`src/sv/assert_macros.svh`:
```
// Assertion macros shared by the sensor sequencer RTL.
// Needs nothing else; included by each module that carries assertions.
`ifndef ASSERT_MACROS_SVH
`define ASSERT_MACROS_SVH

// Check that a condition holds at the current edge whenever the trigger holds.
`define HTS_ASSERT_NOW(label, clk, rst, trig, cond, msg) \
   label: assert property (@(posedge clk) disable iff (rst) (trig) |-> (cond)) \
      else $error(msg);

// Check that a condition holds in the cycle after the trigger.
`define HTS_ASSERT_NEXT(label, clk, rst, trig, cond, msg) \
   label: assert property (@(posedge clk) disable iff (rst) (trig) |=> (cond)) \
      else $error(msg);

`endif

```
`src/sv/hts_pkg.sv`:
```
// Shared types, codes and conversion constants for the sensor sequencer.
// Has no dependencies; used by every module of the block.
package hts_pkg;

   // Request codes carried by an input item.
   typedef enum logic [1:0] {
      REQ_RESET     = 2'd0,
      REQ_CONFIGURE = 2'd1,
      REQ_MEASURE   = 2'd2,
      REQ_COMPLETE  = 2'd3
   } req_kind_type;

   // Result codes carried by a result item.
   typedef enum logic [2:0] {
      KIND_NONE  = 3'd0,
      KIND_ISSUE = 3'd1,
      KIND_MEAS  = 3'd2,
      KIND_CFG   = 3'd3,
      KIND_BUSY  = 3'd4
   } result_kind_type;

   // Transaction sequence steps.
   typedef enum logic [3:0] {
      ST_IDLE      = 4'd0,
      ST_RST_CMD   = 4'd1,
      ST_CFG_CMD   = 4'd2,
      ST_CFG_READ  = 4'd3,
      ST_CFG_WRITE = 4'd4,
      ST_T_CMD     = 4'd5,
      ST_T_READ    = 4'd6,
      ST_H_CMD     = 4'd7,
      ST_H_READ    = 4'd8
   } step_type;

   // Sensor command bytes.
   localparam logic [7:0] CMD_TRIG_T  = 8'hE3;
   localparam logic [7:0] CMD_TRIG_RH = 8'hE5;
   localparam logic [7:0] CMD_REG_WR  = 8'hE6;
   localparam logic [7:0] CMD_REG_RD  = 8'hE7;
   localparam logic [7:0] CMD_RESET   = 8'hFE;

   // User register bits that survive a resolution update.
   localparam logic [7:0] REG_KEEP_MASK = 8'h7E;

   // Transfer lengths in bytes.
   localparam logic [1:0] LEN_CMD  = 2'd1;
   localparam logic [1:0] LEN_REG  = 2'd2;
   localparam logic [1:0] LEN_MEAS = 2'd3;

   // Configuration register indexes and reset values.
   localparam logic CSR_IDX_RESOLUTION = 1'b0;
   localparam logic CSR_IDX_DEVICE     = 1'b1;
   localparam logic [1:0] RES_MODE_RESET = 2'd0;
   localparam logic [6:0] DEV_ADDR_RESET = 7'h40;

   // Field widths.
   localparam int RAW_W      = 14;
   localparam int TEMP_W     = 15;
   localparam int HUM_W      = 14;
   localparam int TEMP_MAG_W = 18;
   localparam int HUM_MAG_W  = 13;
   localparam int TEMP_PROD_W = 27;
   localparam int HUM_PROD_W  = 21;
   localparam int TEMP_SCALED_W = 37;
   localparam int TEMP_RECIP_SHIFT = 23;

   // Temperature on the 14-bit reading r: (r*4393 - 19189760) / 6400.
   localparam logic [12:0] TEMP_GAIN = 13'd4393;
   localparam logic [TEMP_PROD_W-1:0] TEMP_OFFSET = 27'd19189760;
   localparam logic [RAW_W-1:0] TEMP_NEG_LIMIT = 14'd4368;
   // Reciprocal of 25 for the quotient after the shift by 8.
   localparam logic [18:0] TEMP_RECIP = 19'd335545;

   // Humidity on the 14-bit reading r: (r*125 - 98304) / 256.
   localparam logic [6:0] HUM_GAIN = 7'd125;
   localparam logic [HUM_PROD_W-1:0] HUM_OFFSET = 21'd98304;
   localparam logic [RAW_W-1:0] HUM_NEG_LIMIT = 14'd786;

   // Configuration as seen by the sequencer.
   typedef struct packed {
      logic [1:0] resolution_mode;
      logic [6:0] device_address;
   } cfg_type;

   // One item after the front conversion step.
   typedef struct packed {
      req_kind_type          kind;
      logic [7:0]            byte_high;
      logic [TEMP_MAG_W-1:0] temp_mag;
      logic                  temp_neg;
      logic [HUM_MAG_W-1:0]  hum_mag;
      logic                  hum_neg;
   } item_type;

endpackage

```
`src/sv/hts_csr.sv`:
```
// APB-style configuration registers of the sensor sequencer.
// Depends on hts_pkg for register indexes, reset values and cfg_type.
module hts_csr (
   input  logic               clock,
   input  logic               reset,
   input  logic               psel,
   input  logic               penable,
   input  logic               pwrite,
   input  logic [2:0]         paddr,
   input  logic [31:0]        pwdata,
   output logic [31:0]        prdata,
   output logic               pready,
   output hts_pkg::cfg_type   cfg
);

   logic [1:0] res_mode_ff;
   logic [1:0] res_mode_in;
   logic [6:0] dev_addr_ff;
   logic [6:0] dev_addr_in;
   logic       wr_en;

   // The word index sits in bit 2; byte-lane bits are ignored.
   assign wr_en  = psel && penable && pwrite;
   assign pready = 1'b1;

   // Register write decode.
   always_comb begin
      res_mode_in = res_mode_ff;
      dev_addr_in = dev_addr_ff;
      if (wr_en) begin
         case (paddr[2])
            hts_pkg::CSR_IDX_RESOLUTION: res_mode_in = pwdata[1:0];
            hts_pkg::CSR_IDX_DEVICE:     dev_addr_in = pwdata[6:0];
            default: ;
         endcase
      end
   end

   always_ff @(posedge clock) begin
      if (reset) begin
         res_mode_ff <= hts_pkg::RES_MODE_RESET;
         dev_addr_ff <= hts_pkg::DEV_ADDR_RESET;
      end else begin
         res_mode_ff <= res_mode_in;
         dev_addr_ff <= dev_addr_in;
      end
   end

   // Read mux.
   always_comb begin
      case (paddr[2])
         hts_pkg::CSR_IDX_RESOLUTION: prdata = {30'd0, res_mode_ff};
         hts_pkg::CSR_IDX_DEVICE:     prdata = {25'd0, dev_addr_ff};
         default:                     prdata = 32'd0;
      endcase
   end

   assign cfg.resolution_mode = res_mode_ff;
   assign cfg.device_address  = dev_addr_ff;

endmodule

```
`src/sv/hts_conv.sv`:
```
// Front conversion step: forms the 14-bit reading and the scaled magnitudes.
// Depends on hts_pkg for conversion constants and item_type.
module hts_conv (
   input  logic [1:0]         req_type,
   input  logic [7:0]         read_byte_high,
   input  logic [7:0]         read_byte_low,
   output hts_pkg::item_type  item
);

   logic [hts_pkg::RAW_W-1:0]       raw_word;
   logic [hts_pkg::TEMP_PROD_W-1:0] temp_prod;
   logic [hts_pkg::TEMP_PROD_W-1:0] temp_diff;
   logic                            temp_neg;
   logic [hts_pkg::HUM_PROD_W-1:0]  hum_prod;
   logic [hts_pkg::HUM_PROD_W-1:0]  hum_diff;
   logic                            hum_neg;

   // The two status bits of the low byte are dropped.
   assign raw_word = {read_byte_high, read_byte_low[7:2]};

   // Temperature: scaled reading minus offset, kept as sign and magnitude.
   assign temp_prod = hts_pkg::TEMP_PROD_W'(raw_word) * hts_pkg::TEMP_PROD_W'(hts_pkg::TEMP_GAIN);
   assign temp_neg  = (raw_word <= hts_pkg::TEMP_NEG_LIMIT);
   assign temp_diff = temp_neg ? (hts_pkg::TEMP_OFFSET - temp_prod)
                               : (temp_prod - hts_pkg::TEMP_OFFSET);

   // Humidity: same scheme with its own gain and offset.
   assign hum_prod = hts_pkg::HUM_PROD_W'(raw_word) * hts_pkg::HUM_PROD_W'(hts_pkg::HUM_GAIN);
   assign hum_neg  = (raw_word <= hts_pkg::HUM_NEG_LIMIT);
   assign hum_diff = hum_neg ? (hts_pkg::HUM_OFFSET - hum_prod)
                             : (hum_prod - hts_pkg::HUM_OFFSET);

   // The shift by 8 is the power-of-two part of each divisor.
   assign item.kind      = hts_pkg::req_kind_type'(req_type);
   assign item.byte_high = read_byte_high;
   assign item.temp_mag  = temp_diff[hts_pkg::TEMP_MAG_W+7:8];
   assign item.temp_neg  = temp_neg;
   assign item.hum_mag   = hum_diff[hts_pkg::HUM_MAG_W+7:8];
   assign item.hum_neg   = hum_neg;

endmodule

```
`src/sv/hts_seq.sv`:
```
// Transaction sequencer: step state, stored readings and the result register.
// Depends on hts_pkg and assert_macros.svh.
`include "assert_macros.svh"

module hts_seq (
   input  logic                               clock,
   input  logic                               reset,
   input  logic                               stage_valid,
   input  hts_pkg::item_type                  item,
   input  hts_pkg::cfg_type                   cfg,
   output logic                               stage_advance,
   output logic                               rsp_valid,
   input  logic                               rsp_ready,
   output logic [2:0]                         rsp_result_kind,
   output logic                               rsp_xfer_is_read,
   output logic [1:0]                         rsp_xfer_length,
   output logic [6:0]                         rsp_xfer_address,
   output logic [7:0]                         rsp_xfer_command,
   output logic [7:0]                         rsp_xfer_register_value,
   output logic signed [hts_pkg::TEMP_W-1:0]  rsp_temperature_value,
   output logic signed [hts_pkg::HUM_W-1:0]   rsp_humidity_value
);

   hts_pkg::step_type        state_ff;
   hts_pkg::step_type        state_in;
   hts_pkg::result_kind_type kind_in;
   logic                     is_read_in;
   logic [1:0]               length_in;
   logic [6:0]               address_in;
   logic [7:0]               command_in;
   logic [7:0]               regval_in;

   logic signed [hts_pkg::TEMP_W-1:0] temp_ff;
   logic signed [hts_pkg::TEMP_W-1:0] temp_in;
   logic signed [hts_pkg::HUM_W-1:0]  hum_ff;
   logic signed [hts_pkg::HUM_W-1:0]  hum_in;

   logic [hts_pkg::TEMP_SCALED_W-1:0] temp_scaled;
   logic [hts_pkg::TEMP_W-2:0]        temp_quot;
   logic signed [hts_pkg::TEMP_W-1:0] temp_conv;
   logic signed [hts_pkg::HUM_W-1:0]  hum_conv;
   logic [7:0]                        new_regval;

   logic                              rsp_valid_ff;
   logic                              rsp_valid_in;
   hts_pkg::result_kind_type          rsp_kind_ff;
   logic                              rsp_is_read_ff;
   logic [1:0]                        rsp_length_ff;
   logic [6:0]                        rsp_address_ff;
   logic [7:0]                        rsp_command_ff;
   logic [7:0]                        rsp_regval_ff;

   // The item moves on when the result register is empty or being drained.
   assign stage_advance = stage_valid && (!rsp_valid_ff || rsp_ready);

   // Temperature quotient by 25 through a reciprocal multiply, then the sign.
   assign temp_scaled = hts_pkg::TEMP_SCALED_W'(item.temp_mag)
                      * hts_pkg::TEMP_SCALED_W'(hts_pkg::TEMP_RECIP);
   assign temp_quot   = temp_scaled[hts_pkg::TEMP_RECIP_SHIFT+hts_pkg::TEMP_W-2:
                                    hts_pkg::TEMP_RECIP_SHIFT];
   assign temp_conv   = item.temp_neg ? -$signed({1'b0, temp_quot})
                                      : $signed({1'b0, temp_quot});
   assign hum_conv    = item.hum_neg ? -$signed({1'b0, item.hum_mag})
                                     : $signed({1'b0, item.hum_mag});

   // Resolution bit 0 lands in register bit 0 and bit 1 in register bit 7.
   assign new_regval = (item.byte_high & hts_pkg::REG_KEEP_MASK)
                     | {cfg.resolution_mode[1], 6'd0, cfg.resolution_mode[0]};

   // Next step.
   always_comb begin
      state_in = state_ff;
      if (item.kind != hts_pkg::REQ_COMPLETE) begin
         if (state_ff == hts_pkg::ST_IDLE) begin
            case (item.kind)
               hts_pkg::REQ_RESET:     state_in = hts_pkg::ST_RST_CMD;
               hts_pkg::REQ_CONFIGURE: state_in = hts_pkg::ST_CFG_CMD;
               default:                state_in = hts_pkg::ST_T_CMD;
            endcase
         end
      end else begin
         case (state_ff)
            hts_pkg::ST_RST_CMD:   state_in = hts_pkg::ST_IDLE;
            hts_pkg::ST_CFG_CMD:   state_in = hts_pkg::ST_CFG_READ;
            hts_pkg::ST_CFG_READ:  state_in = hts_pkg::ST_CFG_WRITE;
            hts_pkg::ST_CFG_WRITE: state_in = hts_pkg::ST_IDLE;
            hts_pkg::ST_T_CMD:     state_in = hts_pkg::ST_T_READ;
            hts_pkg::ST_T_READ:    state_in = hts_pkg::ST_H_CMD;
            hts_pkg::ST_H_CMD:     state_in = hts_pkg::ST_H_READ;
            hts_pkg::ST_H_READ:    state_in = hts_pkg::ST_IDLE;
            default:               state_in = hts_pkg::ST_IDLE;
         endcase
      end
   end

   // Result fields and reading updates for the current step.
   always_comb begin
      kind_in    = hts_pkg::KIND_NONE;
      is_read_in = 1'b0;
      length_in  = 2'd0;
      command_in = 8'd0;
      regval_in  = 8'd0;
      temp_in    = temp_ff;
      hum_in     = hum_ff;
      if (item.kind != hts_pkg::REQ_COMPLETE) begin
         if (state_ff != hts_pkg::ST_IDLE) begin
            kind_in = hts_pkg::KIND_BUSY;
         end else begin
            kind_in   = hts_pkg::KIND_ISSUE;
            length_in = hts_pkg::LEN_CMD;
            case (item.kind)
               hts_pkg::REQ_RESET:     command_in = hts_pkg::CMD_RESET;
               hts_pkg::REQ_CONFIGURE: command_in = hts_pkg::CMD_REG_RD;
               default:                command_in = hts_pkg::CMD_TRIG_T;
            endcase
         end
      end else begin
         case (state_ff)
            hts_pkg::ST_CFG_CMD: begin
               kind_in    = hts_pkg::KIND_ISSUE;
               is_read_in = 1'b1;
               length_in  = hts_pkg::LEN_CMD;
            end
            hts_pkg::ST_CFG_READ: begin
               kind_in    = hts_pkg::KIND_ISSUE;
               length_in  = hts_pkg::LEN_REG;
               command_in = hts_pkg::CMD_REG_WR;
               regval_in  = new_regval;
            end
            hts_pkg::ST_CFG_WRITE: begin
               kind_in = hts_pkg::KIND_CFG;
            end
            hts_pkg::ST_T_CMD, hts_pkg::ST_H_CMD: begin
               kind_in    = hts_pkg::KIND_ISSUE;
               is_read_in = 1'b1;
               length_in  = hts_pkg::LEN_MEAS;
            end
            hts_pkg::ST_T_READ: begin
               kind_in    = hts_pkg::KIND_ISSUE;
               length_in  = hts_pkg::LEN_CMD;
               command_in = hts_pkg::CMD_TRIG_RH;
               temp_in    = temp_conv;
            end
            hts_pkg::ST_H_READ: begin
               kind_in = hts_pkg::KIND_MEAS;
               hum_in  = hum_conv;
            end
            default: ;
         endcase
      end
      address_in = (kind_in == hts_pkg::KIND_ISSUE) ? cfg.device_address : 7'd0;
   end

   // Result register valid: set by an advancing item, cleared when taken.
   always_comb begin
      rsp_valid_in = rsp_valid_ff;
      if (stage_advance) begin
         rsp_valid_in = 1'b1;
      end else if (rsp_ready) begin
         rsp_valid_in = 1'b0;
      end
   end

   // Control state and stored readings.
   always_ff @(posedge clock) begin
      if (reset) begin
         state_ff     <= hts_pkg::ST_IDLE;
         temp_ff      <= '0;
         hum_ff       <= '0;
         rsp_valid_ff <= 1'b0;
      end else begin
         rsp_valid_ff <= rsp_valid_in;
         if (stage_advance) begin
            state_ff <= state_in;
            temp_ff  <= temp_in;
            hum_ff   <= hum_in;
         end
      end
   end

   // Result payload.
   always_ff @(posedge clock) begin
      if (stage_advance) begin
         rsp_kind_ff    <= kind_in;
         rsp_is_read_ff <= is_read_in;
         rsp_length_ff  <= length_in;
         rsp_address_ff <= address_in;
         rsp_command_ff <= command_in;
         rsp_regval_ff  <= regval_in;
      end
   end

   assign rsp_valid               = rsp_valid_ff;
   assign rsp_result_kind         = rsp_kind_ff;
   assign rsp_xfer_is_read        = rsp_is_read_ff;
   assign rsp_xfer_length         = rsp_length_ff;
   assign rsp_xfer_address        = rsp_address_ff;
   assign rsp_xfer_command        = rsp_command_ff;
   assign rsp_xfer_register_value = rsp_regval_ff;
   assign rsp_temperature_value   = temp_ff;
   assign rsp_humidity_value      = hum_ff;

   // A request while a sequence runs leaves the step unchanged.
   `HTS_ASSERT_NEXT(a_busy_keeps_step, clock, reset,
      stage_advance && state_ff != hts_pkg::ST_IDLE && item.kind != hts_pkg::REQ_COMPLETE,
      state_ff == $past(state_ff) && rsp_kind_ff == hts_pkg::KIND_BUSY,
      "busy request changed the sequence step")

   // A request while idle always issues a transaction.
   `HTS_ASSERT_NEXT(a_idle_issues, clock, reset,
      stage_advance && state_ff == hts_pkg::ST_IDLE && item.kind != hts_pkg::REQ_COMPLETE,
      rsp_kind_ff == hts_pkg::KIND_ISSUE && state_ff != hts_pkg::ST_IDLE,
      "idle request did not start a sequence")

   // The humidity read completion ends the measurement.
   `HTS_ASSERT_NEXT(a_meas_done, clock, reset,
      stage_advance && state_ff == hts_pkg::ST_H_READ && item.kind == hts_pkg::REQ_COMPLETE,
      state_ff == hts_pkg::ST_IDLE && rsp_kind_ff == hts_pkg::KIND_MEAS,
      "measurement did not finish after the humidity read")

   // Transfer fields are zero unless a transaction is issued.
   `HTS_ASSERT_NOW(a_quiet_xfer, clock, reset,
      rsp_valid_ff && rsp_kind_ff != hts_pkg::KIND_ISSUE,
      !rsp_is_read_ff && rsp_length_ff == 2'd0 && rsp_address_ff == 7'd0
         && rsp_command_ff == 8'd0 && rsp_regval_ff == 8'd0,
      "transfer fields set on a result without a transaction")

endmodule

```
`src/sv/humidity_temp_sensor_sequencer_core.sv`:
```
// Items pass the input register, then the result register once it is free.
// One item per cycle while rsp_ready holds; the path is the reading multiply at
// the input register and the reciprocal multiply in front of the result register.
// Reset (synchronous, active high) returns the sequence to idle, clears the
// stored readings and sets the resolution mode to 0 and the device address to 64.
module humidity_temp_sensor_sequencer_core (
   input  logic                               clock,
   input  logic                               reset,
   input  logic                               req_valid,
   output logic                               req_ready,
   input  logic [1:0]                         req_type,
   input  logic [7:0]                         req_read_byte_high,
   input  logic [7:0]                         req_read_byte_low,
   output logic                               rsp_valid,
   input  logic                               rsp_ready,
   output logic [2:0]                         rsp_result_kind,
   output logic                               rsp_xfer_is_read,
   output logic [1:0]                         rsp_xfer_length,
   output logic [6:0]                         rsp_xfer_address,
   output logic [7:0]                         rsp_xfer_command,
   output logic [7:0]                         rsp_xfer_register_value,
   output logic signed [hts_pkg::TEMP_W-1:0]  rsp_temperature_value,
   output logic signed [hts_pkg::HUM_W-1:0]   rsp_humidity_value,
   input  logic                               psel,
   input  logic                               penable,
   input  logic                               pwrite,
   input  logic [2:0]                         paddr,
   input  logic [31:0]                        pwdata,
   output logic [31:0]                        prdata,
   output logic                               pready
);

   hts_pkg::cfg_type  cfg;
   hts_pkg::item_type conv_item;
   hts_pkg::item_type stage_item_ff;
   logic              stage_valid_ff;
   logic              stage_valid_in;
   logic              stage_advance;
   logic              req_accept;

   // Configuration registers.
   hts_csr u_csr (
      .clock   (clock),
      .reset   (reset),
      .psel    (psel),
      .penable (penable),
      .pwrite  (pwrite),
      .paddr   (paddr),
      .pwdata  (pwdata),
      .prdata  (prdata),
      .pready  (pready),
      .cfg     (cfg)
   );

   // Reading scale and offset ahead of the input register.
   hts_conv u_conv (
      .req_type       (req_type),
      .read_byte_high (req_read_byte_high),
      .read_byte_low  (req_read_byte_low),
      .item           (conv_item)
   );

   // Input register: refills in the same cycle that its item moves on.
   assign req_ready  = !stage_valid_ff || stage_advance;
   assign req_accept = req_valid && req_ready;

   always_comb begin
      stage_valid_in = stage_valid_ff;
      if (req_accept) begin
         stage_valid_in = 1'b1;
      end else if (stage_advance) begin
         stage_valid_in = 1'b0;
      end
   end

   always_ff @(posedge clock) begin
      if (reset) begin
         stage_valid_ff <= 1'b0;
      end else begin
         stage_valid_ff <= stage_valid_in;
      end
   end

   always_ff @(posedge clock) begin
      if (req_accept) begin
         stage_item_ff <= conv_item;
      end
   end

   // Sequencer and result register.
   hts_seq u_seq (
      .clock                   (clock),
      .reset                   (reset),
      .stage_valid             (stage_valid_ff),
      .item                    (stage_item_ff),
      .cfg                     (cfg),
      .stage_advance           (stage_advance),
      .rsp_valid               (rsp_valid),
      .rsp_ready               (rsp_ready),
      .rsp_result_kind         (rsp_result_kind),
      .rsp_xfer_is_read        (rsp_xfer_is_read),
      .rsp_xfer_length         (rsp_xfer_length),
      .rsp_xfer_address        (rsp_xfer_address),
      .rsp_xfer_command        (rsp_xfer_command),
      .rsp_xfer_register_value (rsp_xfer_register_value),
      .rsp_temperature_value   (rsp_temperature_value),
      .rsp_humidity_value      (rsp_humidity_value)
   );

endmodule

```
`config.mk`:
```
export PLATFORM = sky130hd
export DESIGN_NAME = humidity_temp_sensor_sequencer_core
export DESIGN_NICKNAME = d
export VERILOG_FILES = /design/src/sv/hts_pkg.sv /design/src/sv/hts_csr.sv /design/src/sv/hts_conv.sv /design/src/sv/hts_seq.sv /design/src/sv/humidity_temp_sensor_sequencer_core.sv
export VERILOG_INCLUDE_DIRS = /design/src /design/src/sv
export SDC_FILE = /design/constraint.sdc
export NUM_CORES = 1
export LEC_CHECK = 0
export ABC_AREA = 1
export BUFFER_PORTS_ARGS = -buffer_cell sky130_fd_sc_hd__buf_2
export CAP_MARGIN = 10
export CORE_ASPECT_RATIO = 0.5
export CORE_UTILIZATION = 66
export DETAILED_ROUTE_END_ITERATION = 16
export HOLD_SLACK_MARGIN = 0.03
export PLACE_DENSITY = 0.95
export SLEW_MARGIN = 10
export SYNTH_ARGS = -nofsm -noshare
export SYNTH_HDL_FRONTEND = slang
export SYNTH_SLANG_ARGS = --single-unit
```
`constraint.sdc`:
```
create_clock -name clock -period 11.7 [get_ports clock]
set_input_delay 2.34 -clock clock [delete_from_list [all_inputs] [get_ports clock]]
set_output_delay 2.34 -clock clock [all_outputs]
set_load 0.01 [all_outputs]
```
==> impl_metrics.yaml, run 1 <==
status:
  outcome: "finished, final reports clean"
clocking:
  postCtsSetupRepairBufs: 0
  cts_made_buffers: 17
  clk_latency_ns: 0.43
  clock_path_buffers: 2
  cts_tree: "done"
  ctsResizeCount: 0
  path_clk_slew_ns: 0.06
  root_buffer: "clkbuf_16"
  cts_hold_buf: 0
  htreeDepth: 4
  numClockSinks: 115
timing:
  fmax_ghz: 0.141
  holdWs_ns: 0.465
  final_hold_viol_count: 0
  slew_headroom_pct: 21.9
  totalNegativeSetupSlack_ns: 0
  skew_ns: 0.0155
  layout_min_cycle_time_ns: 7.07
  setup-violations-final: 0
  post-route-period-util_pct: 60.4
  setup_slack_ns: 4.63
  tightest_slew_ns: 1.17
  maxSlewViolCount: 0
  rsz0062_at_grt: "false"
drt:
  drc: 0
  wirelength_um: 46500
  ant_nets: 0
  via_per_inst: 5.53
  first_pass_iters: 6
  routedWlPerCell_um: 16.2
  drt-initial-drc-count: 1494
  num_vias: 15800
die:
  coreArea_um2: 27000
  rows: 42
  die_area_um2: 28700
  ios: 153
  die_h_um: 120
  die_w_um: 239
  initial_core_util_pct: 68.6
grt:
  overflow: 0
  antenna_found_initial: 0
  grt_pass1_vias: 16200
  grt_pass1_wl_um: 76800
  grt_max_degree: 42
  grtUsageTotal_pct: 33.8
setup_path:
  required_ns: 11.87
  worstPathMaxFanout: 12
  crit_type: "in -> reg"
  timing.critical_path.to_type: "flip-flop"
  r2r_slack_ns: 5.06
  setup.worst_path.start: "req_read_byte_high[3]"
  timing.rr.start: "stage_item_ff[22]"
  worstSetupEndpoint: "stage_item_ff[10]"
  setup.worst_path.start_class: "input pin"
  reg2reg_to: "u_seq.rsp_temperature_value[14]"
  arrival_ns: 7.24
  worst_r2r_path_depth: 27
job:
  cap_violations: 0
layout:
  antennaDiodeCount: 0
  drive_gt1_share_pct: 8.11
  layout_commonest_cell: "inv_1"
  area_growth_pct: 7.38
  layout.nets: 3031
  layout_common_cells: "inv_1, nand2_1, ha_1"
  final_core_util_pct: 73.7
synthesis:
  synth_cell_types: 52
  async_flop_share_pct: 0
  synth_warnings: 0
  syn_avg_cell_area_um2: 7.78
  ys_ff_latch: 115
  yosysSeqAreaShare_pct: 16.1
  synth_edf_count: 67
  synthCells: 2378
  synthFlopType: "edfxtp_1"
  syn_area_um2: 18500
placement:
  dp_hpwl_um: 36400
  gp_congestion: 1.01
  portBuffers: 97
  pre_cts_ws_ns: 4.30
worst_hold_path:
  min_path_type: "reg -> reg"
-- worst max-delay path, stage by stage --
cell and delay (ns):
buf_2 0.35, inv_1 0.27, ha_1 0.37, fa_1 0.48
fa_1 0.56, inv_1 0.07, fa_1 0.50, inv_1 0.04
ha_1 0.35, a21oi_1 0.30, o21ai_0 0.16, a21oi_1 0.13
nand2_1 0.10, xor2_2 0.34, ha_1 0.25, inv_1 0.06
nor2_1 0.10, nand2_1 0.08, nand3_1 0.08, o21ai_0 0.13
xor2_1 0.17
-- per-layer routing --
| metal | vias to the layer above | track usage, % | part of all wire, % |
|---|---|---|---|
| met5 | - | 0 | 0 |
| met4 | 0 | 15.6 | 4.5 |
| met3 | 187 | 6.07 | 7.5 |
| met2 | 728 | 59.6 | 48 |
| met1 | 7392 | 40.3 | 40 |
| li1 | 7539 | - | - |
-- cell families (layout without fill, tap and decap cells) --
kind of cell               after synthesis  after routing  share of synthesized area [%]
xor gates and xnor gates                60             60                           3.04
DFF                                    115            115                           16.1
buffers and inverters                  628            717                           13.4
and+or+nand+nor                        853            853                           19.7
adders and majority gates              493            493                           41.0
AOI/OAI and AO/OA                      226            226                           6.71
muxes                                    1              1                         0.0541
other                                    2             26                         0.0406
-- metrics by stage --
stage | cell area [um2] | instances
final | 19900 | 2865
after global routing | 19900 | 2865
after CTS | 19900 | 2865
after detailed placement | 19300 | 2833
after global placement | 19300 | 2833
after floorplan | 18600 | 2402
-- cell usage after synthesis, types with 3 or more instances --
master | instances | share of area (%)
inv_1 | 572 | 12
nand2_1 | 466 | 9.5
ha_1 | 305 | 21
fa_1 | 188 | 20
nor2_1 | 176 | 3.6
a21oi_1 | 104 | 2.8
nand3_1 | 95 | 2.6
o21ai_0 | 68 | 1.8
edfxtp_1 | 67 | 11
dfxtp_1 | 48 | 5.2
xor2_1 | 34 | 1.6
buf_4 | 30 | 1.2
nand4_1 | 27 | 0.91
nor3_1 | 22 | 0.60
xnor2_1 | 21 | 0.99
nand2_2 | 20 | 0.68
o21ai_1 | 17 | 0.46
clkbuf_1 | 12 | 0.24
nand3b_1 | 11 | 0.45
nor2_2 | 10 | 0.34
inv_2 | 9 | 0.18
a21oi_2 | 7 | 0.33
o211ai_1 | 6 | 0.24
nand3_2 | 5 | 0.27
o21bai_1 | 5 | 0.20
or2_2 | 5 | 0.17
a31oi_1 | 4 | 0.14
nor4_1 | 4 | 0.14
o31ai_1 | 4 | 0.16
clkinv_1 | 3 | 0.061
nand2_4 | 3 | 0.18
xnor2_2 | 3 | 0.26
-- sequential cells by signal (all words and copies together), names as in the netlist, named ones only --
signal / count
stage_item_ff: 41
stage_valid_ff: 1
u_csr.dev_addr_ff: 7
u_csr.res_mode_ff: 2
u_seq.rsp_humidity_value: 14
u_seq.rsp_result_kind: 3
u_seq.rsp_temperature_value: 15
u_seq.rsp_valid: 1
u_seq.rsp_xfer_address: 7
u_seq.rsp_xfer_command: 5
u_seq.rsp_xfer_is_read: 1
u_seq.rsp_xfer_length: 2
u_seq.rsp_xfer_register_value: 8
u_seq.state_ff: 4
-- worst min path at each step --
stage               slack [ns]  cells after the start                           start                        endpoint
global route              0.50                      2            u_csr.dev_addr_ff[3]            u_csr.dev_addr_ff[3]
global placement          0.46                      2            u_csr.dev_addr_ff[0]            u_csr.dev_addr_ff[0]
CTS                       0.46                      2  u_seq.rsp_temperature_value[1]  u_seq.rsp_temperature_value[1]
floorplan                 0.44                      2            u_csr.dev_addr_ff[0]            u_csr.dev_addr_ff[0]
detailed placement        0.46                      2  u_seq.rsp_temperature_value[1]  u_seq.rsp_temperature_value[1]
finish                    0.46                      2  u_seq.rsp_temperature_value[1]  u_seq.rsp_temperature_value[1]
-- cell type report --
cell class,count,area (um2)
Inverter,585,2200
Tap cell,374,468
Sequential cell,115,2970
Clock inverter,15,149
Timing Repair Buffer,100,508
Fill cell,1825,7100
Multi-Input combinational cell,1659,13100
Clock buffer,17,425
Power of run 1 is not shown: default switching activity piles up to over one toggle a cycle in this logic, so the estimate is an artifact.
==> run 2: changes to the inputs <==
CORE_UTILIZATION = 57   (was 66)
PLACE_DENSITY = 0.88   (was 0.95)
clock period = 5.95 ns   (was 11.7 ns; I/O delays follow)
==> impl_metrics.yaml, run 2 (synthesis results as in run 1) <==
layout:
  final_area_um2: 21100
  antennaDiodeCount: 0
  regMostFlops: "stage_item_ff"
  area_growth_pct: 13.9
  largest_register_ffs: 41
  layout.nets: 3110
  layout_commonest_cell: "inv_1"
  layout_common_cells: "inv_1, nand2_1, ha_1"
  drive_gt1_share_pct: 14.9
timing:
  setup-violations-final: 2
  layout_min_cycle_time_ns: 5.98
  slew_headroom_pct: 26.2
  fmax_ghz: 0.167
  maxSlewViolCount: 0
  rsz0062_at_grt: "true"
  post-route-period-util_pct: 101
  setup_slack_ns: -0.0307
  final_hold_viol_count: 0
  skew_ns: 0.0168
  tightest_slew_ns: 1.11
die:
  die_h_um: 129
  die_area_um2: 33200
  coreArea_um2: 31800
  die_w_um: 257
  rows: 46
  initial_core_util_pct: 58.2
  ios: 153
setup_path:
  cp_slowest_cell: "fa_1"
  path_delay_family: "adder cells"
  cp_common_cell: "nand2_1"
  timing.critical_path.to_type: "flip-flop"
  crit_type: "reg -> reg"
  setup.worst_path.start_class: "flip-flop"
  arrival_ns: 6.30
  critPathMaxStageDelay_ns: 0.66
  critPathBufInv: 5
  required_ns: 6.27
  worstPathMaxFanout: 4
clocking:
  path_clk_slew_ns: 0.06
  clk_latency_ns: 0.43
  cts_tree: "done"
  root_buffer: "clkbuf_16"
  cts_made_buffers: 17
  clock_path_buffers: 2
  htreeDepth: 4
  numClockSinks: 115
placement:
  placed_cell_area_um2: 19800
  portBuffers: 97
  dp_hpwl_um: 37800
  gp_congestion: 0.971
status:
  outcome: "finished, violations left"
  violations: "setup timing"
grt:
  grtUsageTotal_pct: 28.9
  grt_pass1_vias: 16000
  overflow: 0
  antenna_found_initial: 0
  grt_pass1_wl_um: 76400
  grt_max_degree: 42
drt:
  via_per_inst: 5.48
  routedWlPerCell_um: 16.8
  ant_nets: 0
  drt-initial-drc-count: 1651
  first_pass_iters: 7
  num_vias: 16400
  wirelength_um: 50500
  drc: 0
job:
  cap_violations: 0
worst_hold_path:
  min_path_type: "reg -> reg"
==> run 2: changes by cell type in the layout (fill, tap and decap cells not counted), sizes merged <==
cell and change:
buf +79, inv +2, bufinv -1, clkinvlp -1
==> run 2: path summary, 6_finish.rpt <==
| path | start | endpoint | slack (ns) | cells past startpoint |
|---|---|---|---|---|
| worst max register to register | stage_item_ff[25] | u_seq.rsp_temperature_value[10] | -0.03 | 28 |
| worst min-delay path | u_seq.rsp_temperature_value[1] | u_seq.rsp_temperature_value[1] | 0.48 | 2 |
| worst max-delay path | stage_item_ff[25] | u_seq.rsp_temperature_value[10] | -0.03 | 28 |
| worst min register to register | u_seq.rsp_temperature_value[1] | u_seq.rsp_temperature_value[1] | 0.48 | 2 |
==> run 2: what timing repair did <==
item | in CTS | in global routing
buffers inserted | 1 | 23
hold buffers | 0 | 0
resized for setup | 9 | 127
pin swaps | 3 | 68
endpoints found under the setup margin | 8 | 14
==> run 2: worst reg2reg max path, delay by kind of cell, from the launching register on <==
kind,cells,cell delay (ns)
fa+ha+maj,8,3.64
simple gates,15,1.36
flops,1,0.49
buf+inv,5,0.41
==> run 2: metal layers <==
metal	global-route usage (%)	routed length, um	vias to the layer above
met5	0	0	-
met4	13.1	3120	0
met3	3.79	3190	284
met2	53.8	25000	789
met1	33.6	19200	7674
li1	-	-	7695
==> run 2: final cells by class <==
cell class	instances	area, um2
multi-input combinational	1659	13600
fill	2319	10700
sequential	115	2970
inverter	585	2200
timing repair buffer	179	1120
tap	432	541
clock buffer	17	425
clock inverter	15	160
==> run 2: per-stage QoR <==
| step | hold slack, ns | TNS, ns | worst slack, ns | util [%] | std cells |
|---|---|---|---|---|---|
| floorplan | 0.445 | 0 | 0.255 | - | 2402 |
| global placement | 0.456 | 0 | 0.0862 | 62.2 | 2946 |
| detailed placement | 0.466 | -0.127 | -0.0603 | 62.2 | 2946 |
| CTS | 0.476 | 0 | 0.0131 | 64.2 | 2979 |
| global route | 0.512 | -1.33 | -0.203 | 66.3 | 3002 |
| finish | 0.483 | -0.0336 | -0.0307 | 66.3 | 3002 |
Power of run 2 is left out for the same reason.
